`config.mk`:
```
export PLATFORM = sky130hd
export DESIGN_NAME = source_tokenizer_nested_comments
export DESIGN_NICKNAME = d
export VERILOG_FILES = /design/src/hdl/stok_pkg.sv /design/src/hdl/source_tokenizer_nested_comments.sv /design/src/hdl/stok_front.sv /design/src/hdl/stok_back.sv
export SDC_FILE = /design/constraint.sdc
export NUM_CORES = 2
export LEC_CHECK = 0
export BUFFER_PORTS_ARGS = -buffer_cell sky130_fd_sc_hd__clkbuf_2
export CORE_ASPECT_RATIO = 1.1
export CORE_MARGIN = 3
export CORE_UTILIZATION = 55
export DETAILED_ROUTE_END_ITERATION = 10
export PLACE_DENSITY = 0.68
export SLEW_MARGIN = 25
export SYNTH_ARGS = -nofsm -noshare
export SYNTH_HDL_FRONTEND = slang
export SYNTH_SLANG_ARGS = --single-unit
export TNS_END_PERCENT = 30
```
`constraint.sdc`:
```
create_clock -name clk -period 14.7 [get_ports clk]
set_clock_uncertainty 0.15 [all_clocks]
set_input_delay 1.47 -clock clk [delete_from_list [all_inputs] [get_ports clk]]
set_output_delay 1.47 -clock clk [all_outputs]
set_load 0.03 [all_outputs]
```
`src/hdl/stok_pkg.sv`:
```
// ----------------------------------------------------------------------------
// Source tokenizer package
// Shared types, token kinds and constants for the tokenizer block.
// ----------------------------------------------------------------------------
package stok_pkg;

  localparam int KEYWORD_CHARS_DEF     = 8;
  localparam int MAX_COMMENT_DEPTH_DEF = 255;

  localparam logic [4:0] K_IF       = 5'd0;
  localparam logic [4:0] K_ELSE     = 5'd1;
  localparam logic [4:0] K_WHILE    = 5'd2;
  localparam logic [4:0] K_FN       = 5'd3;
  localparam logic [4:0] K_VAR      = 5'd4;
  localparam logic [4:0] K_RETURN   = 5'd5;
  localparam logic [4:0] K_BREAK    = 5'd6;
  localparam logic [4:0] K_CONTINUE = 5'd7;
  localparam logic [4:0] K_BRACE    = 5'd8;
  localparam logic [4:0] K_PAREN    = 5'd9;
  localparam logic [4:0] K_ARROW    = 5'd10;
  localparam logic [4:0] K_COLON    = 5'd11;
  localparam logic [4:0] K_SEMI     = 5'd12;
  localparam logic [4:0] K_OPER     = 5'd13;
  localparam logic [4:0] K_IDENT    = 5'd14;
  localparam logic [4:0] K_INT      = 5'd15;
  localparam logic [4:0] K_INVALID  = 5'd16;
  localparam logic [4:0] K_EOF      = 5'd17;

  typedef struct packed {
    logic [7:0] src_byte;
    logic       end_of_text;
  } in_item_t;

  typedef struct packed {
    logic [4:0]  token_kind;
    logic [31:0] token_start;
    logic [15:0] token_length;
    logic [31:0] line_number;
    logic [15:0] column_number;
    logic        last_of_run;
  } out_item_t;

  // Results of one byte: up to three tokens.
  typedef struct packed {
    logic [1:0]      count;
    out_item_t [2:0] tok;
  } bundle_t;

  typedef enum logic [7:0] {
    M_IDLE        = 8'b0000_0001,
    M_IDENT       = 8'b0000_0010,
    M_INT         = 8'b0000_0100,
    M_OPFIRST     = 8'b0000_1000,
    M_LINE        = 8'b0001_0000,
    M_BLOCK       = 8'b0010_0000,
    M_BLOCK_STAR  = 8'b0100_0000,
    M_BLOCK_SLASH = 8'b1000_0000
  } mode_t;

endpackage

```
`src/hdl/source_tokenizer_nested_comments.sv`:
```
// A token is registered in the bundle queue before it leaves.
// Throughput: one byte per cycle while the queue has room and each byte yields
// at most one token; a byte yielding k tokens occupies the output for k beats.
// A four-entry bundle queue between scanner and output sets the slack.
// Synchronous active-low reset returns the scanner to line 1, column 1.
// ----------------------------------------------------------------------------
// Source tokenizer with nested comments
// Longest-match lexer that emits one token per output beat.
// ----------------------------------------------------------------------------
module source_tokenizer_nested_comments #(
  parameter int KEYWORD_CHARS     = stok_pkg::KEYWORD_CHARS_DEF,
  parameter int MAX_COMMENT_DEPTH = stok_pkg::MAX_COMMENT_DEPTH_DEF
) (
  input  logic                clk,
  input  logic                rst_n,
  input  logic                in_valid,
  output logic                in_stall,
  input  stok_pkg::in_item_t  in_data,
  output logic                out_valid,
  input  logic                out_stall,
  output stok_pkg::out_item_t out_data
);

  logic              bq_valid, bq_full;
  stok_pkg::bundle_t bq_data;

  stok_front #(
    .KEYWORD_CHARS    (KEYWORD_CHARS),
    .MAX_COMMENT_DEPTH(MAX_COMMENT_DEPTH)
  ) u_front (
    .clk, .rst_n, .in_valid, .in_stall, .in_data,
    .bq_valid, .bq_full, .bq_data
  );

  stok_back u_back (
    .clk, .rst_n, .bq_valid, .bq_full, .bq_data,
    .out_valid, .out_stall, .out_data
  );

endmodule

```
`src/hdl/stok_front.sv`:
```
// ----------------------------------------------------------------------------
// Tokenizer front end
// Scans one byte per cycle unless stalled; bundles the tokens it completes.
// ----------------------------------------------------------------------------
module stok_front #(
  parameter int KEYWORD_CHARS     = stok_pkg::KEYWORD_CHARS_DEF,
  parameter int MAX_COMMENT_DEPTH = stok_pkg::MAX_COMMENT_DEPTH_DEF
) (
  input  logic               clk,
  input  logic               rst_n,
  input  logic               in_valid,
  output logic               in_stall,
  input  stok_pkg::in_item_t in_data,
  output logic               bq_valid,
  input  logic               bq_full,
  output stok_pkg::bundle_t  bq_data
);

  localparam int DW = $clog2(MAX_COMMENT_DEPTH + 1);
  localparam logic [DW-1:0] DMAX = DW'(MAX_COMMENT_DEPTH);
  localparam logic [15:0] KC = 16'(KEYWORD_CHARS);

  stok_pkg::mode_t mode_r, mode_nxt;
  logic [DW-1:0]   depth_r, depth_nxt;
  logic [7:0]      first_r, first_nxt;
  logic [KEYWORD_CHARS-1:0][7:0] pre_r, pre_nxt;
  logic [15:0]     len_r, len_nxt;
  logic [31:0]     pos_r, pos_nxt;
  logic [31:0]     line_r, line_nxt;
  logic [15:0]     col_r, col_nxt;
  logic [31:0]     so_r, so_nxt;
  logic [31:0]     sl_r, sl_nxt;
  logic [15:0]     sc_r, sc_nxt;

  logic [7:0] b;
  logic       go, alpha, digit, space, used;
  logic [4:0] ikind;
  stok_pkg::bundle_t bd;

  assign in_stall = bq_full;
  assign go       = in_valid && !bq_full;
  assign b        = in_data.src_byte;
  assign alpha    = (b >= "a" && b <= "z") || (b >= "A" && b <= "Z") || b == "_";
  assign digit    = b >= "0" && b <= "9";
  assign space    = b == 8'd32 || (b >= 8'd9 && b <= 8'd13);

  function automatic logic kw_eq(input logic [KEYWORD_CHARS-1:0][7:0] p,
                                 input logic [63:0] txt, input int n);
    logic ok;
    ok = 1'b1;
    for (int i = 0; i < 8; i++) begin
      if (i < n && p[i] != txt[8*i +: 8]) ok = 1'b0;
    end
    return ok;
  endfunction

  function automatic logic [4:0] kw_kind(input logic [KEYWORD_CHARS-1:0][7:0] p,
                                         input logic [15:0] len);
    logic [4:0] k;
    k = stok_pkg::K_IDENT;
    if (len <= KC) begin
      if (len == 16'd8 && kw_eq(p, "eunitnoc", 8)) k = stok_pkg::K_CONTINUE;
      if (len == 16'd5 && kw_eq(p, {24'd0, "kaerb"}, 5)) k = stok_pkg::K_BREAK;
      if (len == 16'd6 && kw_eq(p, {16'd0, "nruter"}, 6)) k = stok_pkg::K_RETURN;
      if (len == 16'd3 && kw_eq(p, {40'd0, "rav"}, 3)) k = stok_pkg::K_VAR;
      if (len == 16'd2 && kw_eq(p, {48'd0, "nf"}, 2)) k = stok_pkg::K_FN;
      if (len == 16'd5 && kw_eq(p, {24'd0, "elihw"}, 5)) k = stok_pkg::K_WHILE;
      if (len == 16'd4 && kw_eq(p, {32'd0, "esle"}, 4)) k = stok_pkg::K_ELSE;
      if (len == 16'd2 && kw_eq(p, {48'd0, "fi"}, 2)) k = stok_pkg::K_IF;
    end
    return k;
  endfunction

  assign ikind = kw_kind(pre_r, len_r);

  always_comb begin
    logic [1:0] n;
    logic [4:0] fk;
    logic       fl;
    stok_pkg::out_item_t t;
    mode_nxt  = mode_r;
    depth_nxt = depth_r;
    first_nxt = first_r;
    pre_nxt   = pre_r;
    len_nxt   = len_r;
    so_nxt    = so_r;
    sl_nxt    = sl_r;
    sc_nxt    = sc_r;
    used      = 1'b0;
    n         = 2'd0;
    bd        = '0;
    t         = '0;
    fk        = '0;
    fl        = 1'b0;
    t.token_start   = so_r;
    t.line_number   = sl_r;
    t.column_number = sc_r;
    t.token_length  = len_r;
    unique case (mode_r)
      stok_pkg::M_IDENT: begin
        if (alpha || digit) begin
          for (int i = 0; i < KEYWORD_CHARS; i++) begin
            if (len_r == 16'(i)) pre_nxt[i] = b;
          end
          if (len_r != 16'hFFFF) len_nxt = len_r + 16'd1;
          used = 1'b1;
        end else begin
          t.token_kind = ikind;
          bd.tok[0] = t;
          n = 2'd1;
          mode_nxt = stok_pkg::M_IDLE;
        end
      end
      stok_pkg::M_INT: begin
        if (digit) begin
          if (len_r != 16'hFFFF) len_nxt = len_r + 16'd1;
          used = 1'b1;
        end else begin
          t.token_kind = stok_pkg::K_INT;
          bd.tok[0] = t;
          n = 2'd1;
          mode_nxt = stok_pkg::M_IDLE;
        end
      end
      stok_pkg::M_OPFIRST: begin
        mode_nxt = stok_pkg::M_IDLE;
        used = 1'b1;
        t.token_length = 16'd2;
        if (first_r == "-" && b == ">") begin
          t.token_kind = stok_pkg::K_ARROW;
          bd.tok[0] = t;
          n = 2'd1;
        end else if ((first_r == "+" && b == "+") || (first_r == "-" && b == "-")
                     || b == "=") begin
          t.token_kind = stok_pkg::K_OPER;
          bd.tok[0] = t;
          n = 2'd1;
        end else if (first_r == "/" && b == "/") begin
          mode_nxt = stok_pkg::M_LINE;
        end else if (first_r == "/" && b == "*") begin
          mode_nxt = stok_pkg::M_BLOCK;
          depth_nxt = DW'(1);
        end else begin
          t.token_kind = stok_pkg::K_OPER;
          t.token_length = 16'd1;
          bd.tok[0] = t;
          n = 2'd1;
          used = 1'b0;
        end
      end
      stok_pkg::M_LINE: begin
        if (b == 8'd10) mode_nxt = stok_pkg::M_IDLE;
        used = 1'b1;
      end
      stok_pkg::M_BLOCK_STAR: begin
        used = 1'b1;
        if (b == "/") begin
          depth_nxt = (depth_r != '0) ? depth_r - DW'(1) : depth_r;
          mode_nxt = (depth_nxt == '0) ? stok_pkg::M_IDLE : stok_pkg::M_BLOCK;
        end else if (b == "*") begin
          mode_nxt = stok_pkg::M_BLOCK_STAR;
        end else begin
          mode_nxt = stok_pkg::M_BLOCK;
        end
      end
      stok_pkg::M_BLOCK_SLASH: begin
        used = 1'b1;
        if (b == "*") begin
          if (depth_r < DMAX) depth_nxt = depth_r + DW'(1);
          mode_nxt = stok_pkg::M_BLOCK;
        end else if (b == "/") begin
          mode_nxt = stok_pkg::M_BLOCK_SLASH;
        end else begin
          mode_nxt = stok_pkg::M_BLOCK;
        end
      end
      stok_pkg::M_BLOCK: begin
        used = 1'b1;
        if (b == "*") mode_nxt = stok_pkg::M_BLOCK_STAR;
        else if (b == "/") mode_nxt = stok_pkg::M_BLOCK_SLASH;
      end
      default: mode_nxt = stok_pkg::M_IDLE;
    endcase

    if (!used && !space) begin
      if (alpha || digit || b == "+" || b == "-" || b == "*" || b == "/" || b == "=")
      begin
        mode_nxt  = alpha ? stok_pkg::M_IDENT :
                    digit ? stok_pkg::M_INT : stok_pkg::M_OPFIRST;
        first_nxt = b;
        pre_nxt   = '0;
        pre_nxt[0] = b;
        len_nxt   = 16'd1;
        so_nxt    = pos_r;
        sl_nxt    = line_r;
        sc_nxt    = col_r;
      end else begin
        t.token_kind = stok_pkg::K_INVALID;
        if (b == "{" || b == "}") t.token_kind = stok_pkg::K_BRACE;
        else if (b == "(" || b == ")") t.token_kind = stok_pkg::K_PAREN;
        else if (b == ":") t.token_kind = stok_pkg::K_COLON;
        else if (b == ";") t.token_kind = stok_pkg::K_SEMI;
        t.token_start = pos_r;
        t.token_length = 16'd1;
        t.line_number = line_r;
        t.column_number = col_r;
        bd.tok[n] = t;
        n = n + 2'd1;
      end
    end

    pos_nxt = pos_r + 32'd1;
    if (b == 8'd10) begin
      line_nxt = (line_r != 32'hFFFF_FFFF) ? line_r + 32'd1 : line_r;
      col_nxt  = 16'd1;
    end else begin
      line_nxt = line_r;
      col_nxt  = (col_r != 16'hFFFF) ? col_r + 16'd1 : col_r;
    end

    if (in_data.end_of_text) begin
      t = '0;
      t.token_start   = so_nxt;
      t.line_number   = sl_nxt;
      t.column_number = sc_nxt;
      if (mode_nxt == stok_pkg::M_IDENT) begin
        fl = 1'b1;
        fk = kw_kind(pre_nxt, len_nxt);
      end else if (mode_nxt == stok_pkg::M_INT) begin
        fl = 1'b1;
        fk = stok_pkg::K_INT;
      end else if (mode_nxt == stok_pkg::M_OPFIRST) begin
        fl = 1'b1;
        fk = stok_pkg::K_OPER;
      end
      if (fl) begin
        t.token_kind = fk;
        t.token_length = (mode_nxt == stok_pkg::M_OPFIRST) ? 16'd1 : len_nxt;
        bd.tok[n] = t;
        n = n + 2'd1;
      end
      t = '0;
      t.token_kind    = stok_pkg::K_EOF;
      t.token_start   = pos_nxt;
      t.line_number   = line_nxt;
      t.column_number = col_nxt;
      bd.tok[n] = t;
      n = n + 2'd1;
    end
    if (n != 2'd0) bd.tok[n - 2'd1].last_of_run = 1'b1;
    bd.count = n;
  end

  always_ff @(posedge clk) begin
    if (!rst_n) begin
      mode_r  <= stok_pkg::M_IDLE;
      depth_r <= '0;
      first_r <= '0;
      pre_r   <= '0;
      len_r   <= '0;
      pos_r   <= '0;
      line_r  <= 32'd1;
      col_r   <= 16'd1;
      so_r    <= '0;
      sl_r    <= 32'd1;
      sc_r    <= 16'd1;
    end else if (go) begin
      if (in_data.end_of_text) begin
        mode_r  <= stok_pkg::M_IDLE;
        depth_r <= '0;
        first_r <= '0;
        pre_r   <= '0;
        len_r   <= '0;
        pos_r   <= '0;
        line_r  <= 32'd1;
        col_r   <= 16'd1;
        so_r    <= '0;
        sl_r    <= 32'd1;
        sc_r    <= 16'd1;
      end else begin
        mode_r  <= mode_nxt;
        depth_r <= depth_nxt;
        first_r <= first_nxt;
        pre_r   <= pre_nxt;
        len_r   <= len_nxt;
        pos_r   <= pos_nxt;
        line_r  <= line_nxt;
        col_r   <= col_nxt;
        so_r    <= so_nxt;
        sl_r    <= sl_nxt;
        sc_r    <= sc_nxt;
      end
    end
  end

  assign bq_valid = go && bd.count != 2'd0;
  assign bq_data  = bd;

endmodule

```
`src/hdl/stok_back.sv`:
```
// ----------------------------------------------------------------------------
// Tokenizer back end
// Queues token bundles and sends their tokens out one beat at a time.
// ----------------------------------------------------------------------------
module stok_back (
  input  logic                clk,
  input  logic                rst_n,
  input  logic                bq_valid,
  output logic                bq_full,
  input  stok_pkg::bundle_t   bq_data,
  output logic                out_valid,
  input  logic                out_stall,
  output stok_pkg::out_item_t out_data
);

  localparam int DEPTH = 4;

  stok_pkg::bundle_t mem_r [DEPTH];
  logic [1:0] wp_r, wp_nxt, rp_r, rp_nxt, sel_r, sel_nxt;
  logic [2:0] cnt_r, cnt_nxt;
  logic       pop;

  assign bq_full   = cnt_r == 3'(DEPTH);
  assign out_valid = cnt_r != 3'd0;
  assign out_data  = mem_r[rp_r].tok[sel_r];
  assign pop       = out_valid && !out_stall && sel_r == mem_r[rp_r].count - 2'd1;

  always_comb begin
    wp_nxt  = bq_valid ? wp_r + 2'd1 : wp_r;
    rp_nxt  = pop ? rp_r + 2'd1 : rp_r;
    sel_nxt = sel_r;
    if (out_valid && !out_stall) sel_nxt = pop ? 2'd0 : sel_r + 2'd1;
    cnt_nxt = cnt_r + 3'(bq_valid) - 3'(pop);
  end

  always_ff @(posedge clk) begin
    if (bq_valid) mem_r[wp_r] <= bq_data;
  end

  always_ff @(posedge clk) begin
    if (!rst_n) begin
      wp_r  <= '0;
      rp_r  <= '0;
      sel_r <= '0;
      cnt_r <= '0;
    end else begin
      wp_r  <= wp_nxt;
      rp_r  <= rp_nxt;
      sel_r <= sel_nxt;
      cnt_r <= cnt_nxt;
    end
  end

endmodule

```
After elaboration in Yosys (flattened, before gate mapping)
Memories as Yosys holds them, arrays and structs flattened. A register that Yosys moved wholly into a read port is not among the register bits.
Cells that the tools add are included.
{"block": "totals", "register_bits": 273, "latchBits": 0, "ramBits": 1232, "rom_bits": 0, "out_inout_bits": 104, "elab_cells": 498, "mem_count": 1}
{"block": "classes", "add_sub_neg": 16, "n_mul": 0, "div": 0, "order_cmp": 20, "n_eq_ne": 122, "n_shift": 0, "n_mux": 255, "n_bitwise": 0, "reduce_logical": 62}
{"name": "u_back.mem_r", "words": 4, "width": 308, "rd": 1, "rd_ports_with_merged_regs": 1, "wr": 1, "line_no": "stok_back.sv:18", "text": "stok_pkg::bundle_t mem_r [DEPTH];"}
{"op": "306-bit 2-to-1 mux", "n": 6}
{"op": "306-bit bitwise mux", "n": 4}
{"op": "102-bit demux with 2-bit select", "n": 4}
{"op": "102-bit 2-to-1 mux", "n": 8}
{"op": "8-bit by 7-bit inequality test with 1-bit output (second input constant)", "n": 68}
{"op": "32-bit 2-to-1 mux", "n": 10}
{"op": "64-bit 2-to-1 mux", "n": 5}
{"op": "102-bit case mux with 3 select lines", "n": 1}
{"op": "8-bit 2-to-1 mux", "n": 35}
{"op": "16-bit 2-to-1 mux", "n": 13}
{"op": "102-bit binary-select mux with 2-bit select", "n": 1}
{"op": "101-bit 2-to-1 mux", "n": 2}
{"op": "8-bit by 6-bit == test with 1-bit output (second input constant)", "n": 15}
{"op": "1-bit 2-to-1 mux", "n": 118}
{"op": "16-bit by 3-bit == test with 1-bit output (second input constant)", "n": 7}
{"op": "5-bit 2-to-1 mux", "n": 18}
{"op": "32-bit by 1-bit adder with 32-bit output (second input constant)", "n": 2}
{"op": "16-bit by 2-bit == test with 1-bit output (second input constant)", "n": 4}
{"op": "8-bit case mux with 7 select lines", "n": 1}
{"op": "4-bit 2-to-1 mux", "n": 11}
{"op": "1-bit logical AND", "n": 34}
{"op": "16-bit by 1-bit adder with 16-bit output (second input constant)", "n": 2}
{"op": "16-bit by 4-bit == test with 1-bit output (second input constant)", "n": 2}
{"op": "8-bit by 7-bit == test with 1-bit output (second input constant)", "n": 4}
{"op": "46 further kinds", "n": 100}

Logic depth before layout (Yosys ltp)
{"block": "logic_depth", "ltp_word": 43, "depth_mapped": 26, "ltp_nobuf": 23}

Hierarchy
Synthesis repeated with hierarchy kept, for this count alone.
{"block": "unflattened", "cells_unflattened": 5352, "area_unflattened_um2": 70187.3}
{"module": "stok_back", "n_inst": 1, "cells_each": 2013, "area_each_um2": 46937.5, "seq_area_each_um2": 37215.7}
{"module": "stok_front", "n_inst": 1, "cells_each": 3339, "area_each_um2": 23249.8, "seq_area_each_um2": 5285.1}

Worst setup path after synthesis
No wires, ideal clock.
{"block": "synth_timing", "path_kind": "input port to flip-flop", "from": "input port in_data[6] (netlist name)", "to": "memory u_back.mem_r[0][0] (netlist name) (enable)", "setup_ns": 0.709, "arrival_ns": 12.356, "slack_ns": 1.485, "stages": 18, "cell_sequence": "clkbuf_1 -> nor4bb_1 -> nand2b_1 -> nand2_1 -> a21boi_0 -> o21ai_1 -> clkbuf_1 -> clkbuf_1 -> ha_1 -> mux2i_1 -> inv_1 -> ha_1 -> nand2_1 -> o21ai_0 -> ha_1 -> mux2_2 -> a21oi_1 -> and2_1"}
{"block": "synth_via", "elab_chain_cells": 25, "elab_cells_between_ends": 91}
{"element": "start, declared", "line_no": "source_tokenizer_nested_comments.sv:18", "text": "input stok_pkg::in_item_t in_data,"}
{"element": "parallel branches: the longest is 20 deep, another holds 8-bit by 7-bit >= comparator with 1-bit output"}
{"element": "2-bit 2-to-1 mux (*)", "line_no": "stok_front.sv:221", "text": "if (in_data.end_of_text) begin"}
{"element": "2-bit nonzero test (*)", "line_no": "stok_front.sv:296", "text": "assign bq_valid = go && bd.count != 2'd0;"}
{"element": "1-bit logical AND (*)", "line_no": "stok_front.sv:296"}
{"element": "1-bit 2-to-1 mux (*)", "line_no": "stok_back.sv:37", "text": "if (bq_valid) mem_r[wp_r] <= bq_data;"}
{"element": "1-bit 2-to-1 mux (implied by the code) (*)", "line_no": "stok_back.sv:37"}
{"element": "end, declared", "line_no": "stok_back.sv:18"}
Mark *: on every way between the ends. The select of a mux whose other input is x is not followed.

Worst setup path in the final report
{"block": "layout_timing", "from": "input port in_data[2] (netlist name)", "to": "memory u_back.mem_r[1][85] (netlist name) (enable)"}
The elaborated chain is that of the path after synthesis.

==> summary.txt <==
Timing
  • Least-Margin Pin Slew: 1130 ps
  • Fin crit period: 8090 ps
  • Max-slew violation count: 0
  • # setup viols final: 0
  • Final TNS setup: 0 ps
  • RSZ-0062 raised after global routing: false
  • Max Freq: 0.124 GHz
  • Final Cycle Share: 0.550
  • Relative slew margins: 0.247
  • Final Hold Viols: 0

Synth
  • Unique masters post-synth: 93
  • Async SR Flop Fraction: 0
  • Syn Inst Count: 5,174
  • Synth top cells by count: edfxtp_1 (1,232), nand2_1 (459), o21ai_0 (384), clkbuf_1 (361), mux4_2 (308)
  • #FFs+latches synth: 1,507
  • Synthesized Nets: 5,211
  • Most frequently used flop master after synthesis: edfxtp_1
  • Most common cell in the netlist: edfxtp_1
  • Syn Area/Cell: 13.3 um2
  • Yosys top cell area share: 0.536
  • Post-synthesis sequential area ratio: 0.616
  • Synth area leaders: edfxtp_1 (54%), mux4_2 (10%), dfxtp_1 (8.0%)
  • Yosys warning count: 0
  • EDFF count, synth: 1,232
  • Post-synth top area cell: edfxtp_1
  • Post-synthesis cell area: 69,000 um2

Die
  • Row count: 135
  • Initial core utilization: 0.557
  • Core footprint: 124,000 um2
  • Die X-Extent: 344 um
  • Die area: 130,000 um2
  • Die height: 378 um
  • Ports: 117

Drt
  • Met2 Wirelength: 93.1 mm
  • Routed WL per cell: 28.3 um
  • DRC violations left: 0
  • Max layer used: met5
  • DR vias: 45,766
  • DR WL met3: 16.4 mm
  • Initial DRC count: 5,628
  • DRT met1 WL: 75.0 mm
  • Initial DRT Pass Iterations: 6
  • Number of routed nets with antenna violations: 0
  • Final WL: 194 mm
  • Via density: 6.68

Placed design
  • Final HPWL DP: 114 mm
  • Buffers on Ports: 116
  • GPL Wtd Cong: 0.921

Clocking
  • CTS resizes: 0
  • Clk_lat worst skew: 800 ps
  • CTS H-tree lvls: 4
  • Clk slew on worst S/H paths: 60 ps
  • Root buf cell: clkbuf_16
  • CTS tree: built
  • Sink Count: 1,507
  • Cts hold-fix bufs: 0
  • Postcts setup bufs: 0
  • Clock buffer depth: 3
  • CTS buffer count: 151

Power and ir drop
  • Max VDD drop: 0.110 mV
  • Seq pwr share: 0.452
  • Final Total Pwr: 0.0113 W
  • Pleak: 23.4 nW
  • P_int: 0.00795 W
  • NetSw: 0.00333 W
  • Combinational cell fraction of total power: 0.201
  • Switching Share: 0.295
  • Clock power share: 0.348
  • Power density of the placed cells: 148 nW/um2

Hold path
  • Hold Crit Class: reg -> reg
  • Hold_sp: u_front.pre_r[47]
  • Hold Crit Endpoint: u_front.pre_r[47]
  • Hold path cells: 1

Critical path
  • CP arrival: 8350 ps
  • Critical path fanouts, max: 54
  • Req. time, crit path: 14,960 ps
  • Startpoint types: input pin
  • Worst r2r dst: u_back.mem_r[1][85]
  • Setup CP Type: in -> reg
  • Worst reg-to-reg path cell count: 14
  • Reg2Reg Launch Point: u_front.first_r[0]
  • R2R Setup Slk: 7020 ps
  • Crit path capture type: flop

Global routing
  • Number of global-route vias before repair: 44,791
  • First-pass GRT wire length: 287 mm
  • Initial antenna violation count: 3
  • Pin count of the biggest net entering global routing: 144
  • Global route total overflow: 0
  • Global Route Usage Sum: 0.297

Flow run
  • Max-cap violations: 0

Cells and area
  • Area Overhead vs Synth: 10.2%
  • Layout cell share with drive strength beyond 1: 0.160
  • Nets: 5,113

Status
  • Status: completed
-- metal layers --
metal  track usage  vias up
met5             0        -
met4         0.137        4
met3        0.0510      534
met2         0.481     2400
met1         0.395    22933
li1              -    19895
-- cells by family (layout without fill, tap and decap cells) --
family,after synthesis,after routing,synth area share
AOI/OAI and AO/OA,1132,1132,0.107
xor gates and xnor gates,79,79,0.0100
adders and majority gates,24,24,0.00446
buffers and inverters,483,514,0.0271
DFF,1507,1507,0.616
muxes,510,510,0.130
other,0,1,0
and+or+nand+nor,1439,1439,0.105
-- state kept, by name, summed over array words and instances, names as in the netlist, 16 cells and up, named ones only --
register,cells
u_back.mem_r,1232
u_front.pre_r,64
u_front.line_r,32
u_front.pos_r,32
u_front.sl_r,32
u_front.so_r,32
u_front.col_r,16
u_front.len_r,16
u_front.sc_r,16
-- critical path, cell delays in order --
cell and delay [ps]:
clkbuf_2 470, and2_1 330, o2111ai_1 240, and3_1 340, nor2_1 630, o211ai_2 350, mux2i_1 510, inv_1 90
ha_1 280, nand2_1 70, o21ai_0 270, ha_4 340, mux2_2 300, a21oi_1 510, and2_4 590, buf_4 650
buf_4 770
-- stage by stage --
stage               utilization  area [um2]  hold WS (ps)  setup WS (ps)  instances
global placement          0.572       70900           310           5750       6564
CTS                       0.614       76000           329           6430       6847
finish                    0.614       76000           327           6610       6850
floorplan                     -       69000           293           1480       5174
detailed placement        0.573       70900           311           5580       6565
global route              0.614       76000           338           6110       6849
-- worst max path at each step --
stage,startpoint,cells past startpoint,end
after floorplan,in_data[6],18,u_back.mem_r[0][0]
after global placement,in_data[2],17,u_back.mem_r[0][7]
after detailed placement,in_data[2],17,u_back.mem_r[0][7]
after global routing,in_data[2],17,u_back.mem_r[1][240]
final,in_data[2],17,u_back.mem_r[1][85]
after CTS,in_data[2],17,u_back.mem_r[0][210]
-- cell type report --
type	instances	area, um2
fill	9338	47800
sequential	1507	42500
multi-input combinational	3184	24900
clock buffer	207	4210
tap	1644	2060
timing repair buffer	202	1360
clock inverter	75	876
inverter	30	113
antenna	1	2.50
-- cells in the final DEF (no fill, tap or decap), types with 17 or more instances in the layout --
cell type	Yosys	final
xor2_1	43	43
mux2i_1	184	184
a221o_1	21	21
buf_4	3	77
mux2_2	17	17
dfxtp_1	275	271
mux4_2	308	308
clkinv_2	0	26
nor4_1	21	18
and2_1	79	74
a211o_1	17	17
clkbuf_2	1	114
nand2_1	459	453
edfxtp_1	1232	1232
xnor2_1	36	35
a22oi_1	255	255
inv_1	29	28
o31ai_1	19	19
o22ai_1	95	94
ha_1	23	21
or3_1	17	17
nand2b_1	34	33
nand4_1	41	41
clkbuf_16	0	154
nor3_1	123	123
clkbuf_1	361	37
nand3_1	85	85
a221oi_1	39	39
and3_1	44	43
nor2b_1	217	215
nor2_1	234	228
o21ai_0	384	383
a21oi_1	115	113
-- power groups by stage --
stage	Sequential [W]	Combinational [W]	Clock, W
3_3_place_gp	0.00516	0.00227	0
3_5_place_dp	0.00518	0.00228	0
5_1_grt	0.00512	0.00239	0.00413
2_1_floorplan	0.00521	0.00151	0
6_report	0.00509	0.00226	0.00392
4_1_cts	0.00509	0.00229	0.00396
Note: power is estimated with default switching activity, not from simulation.
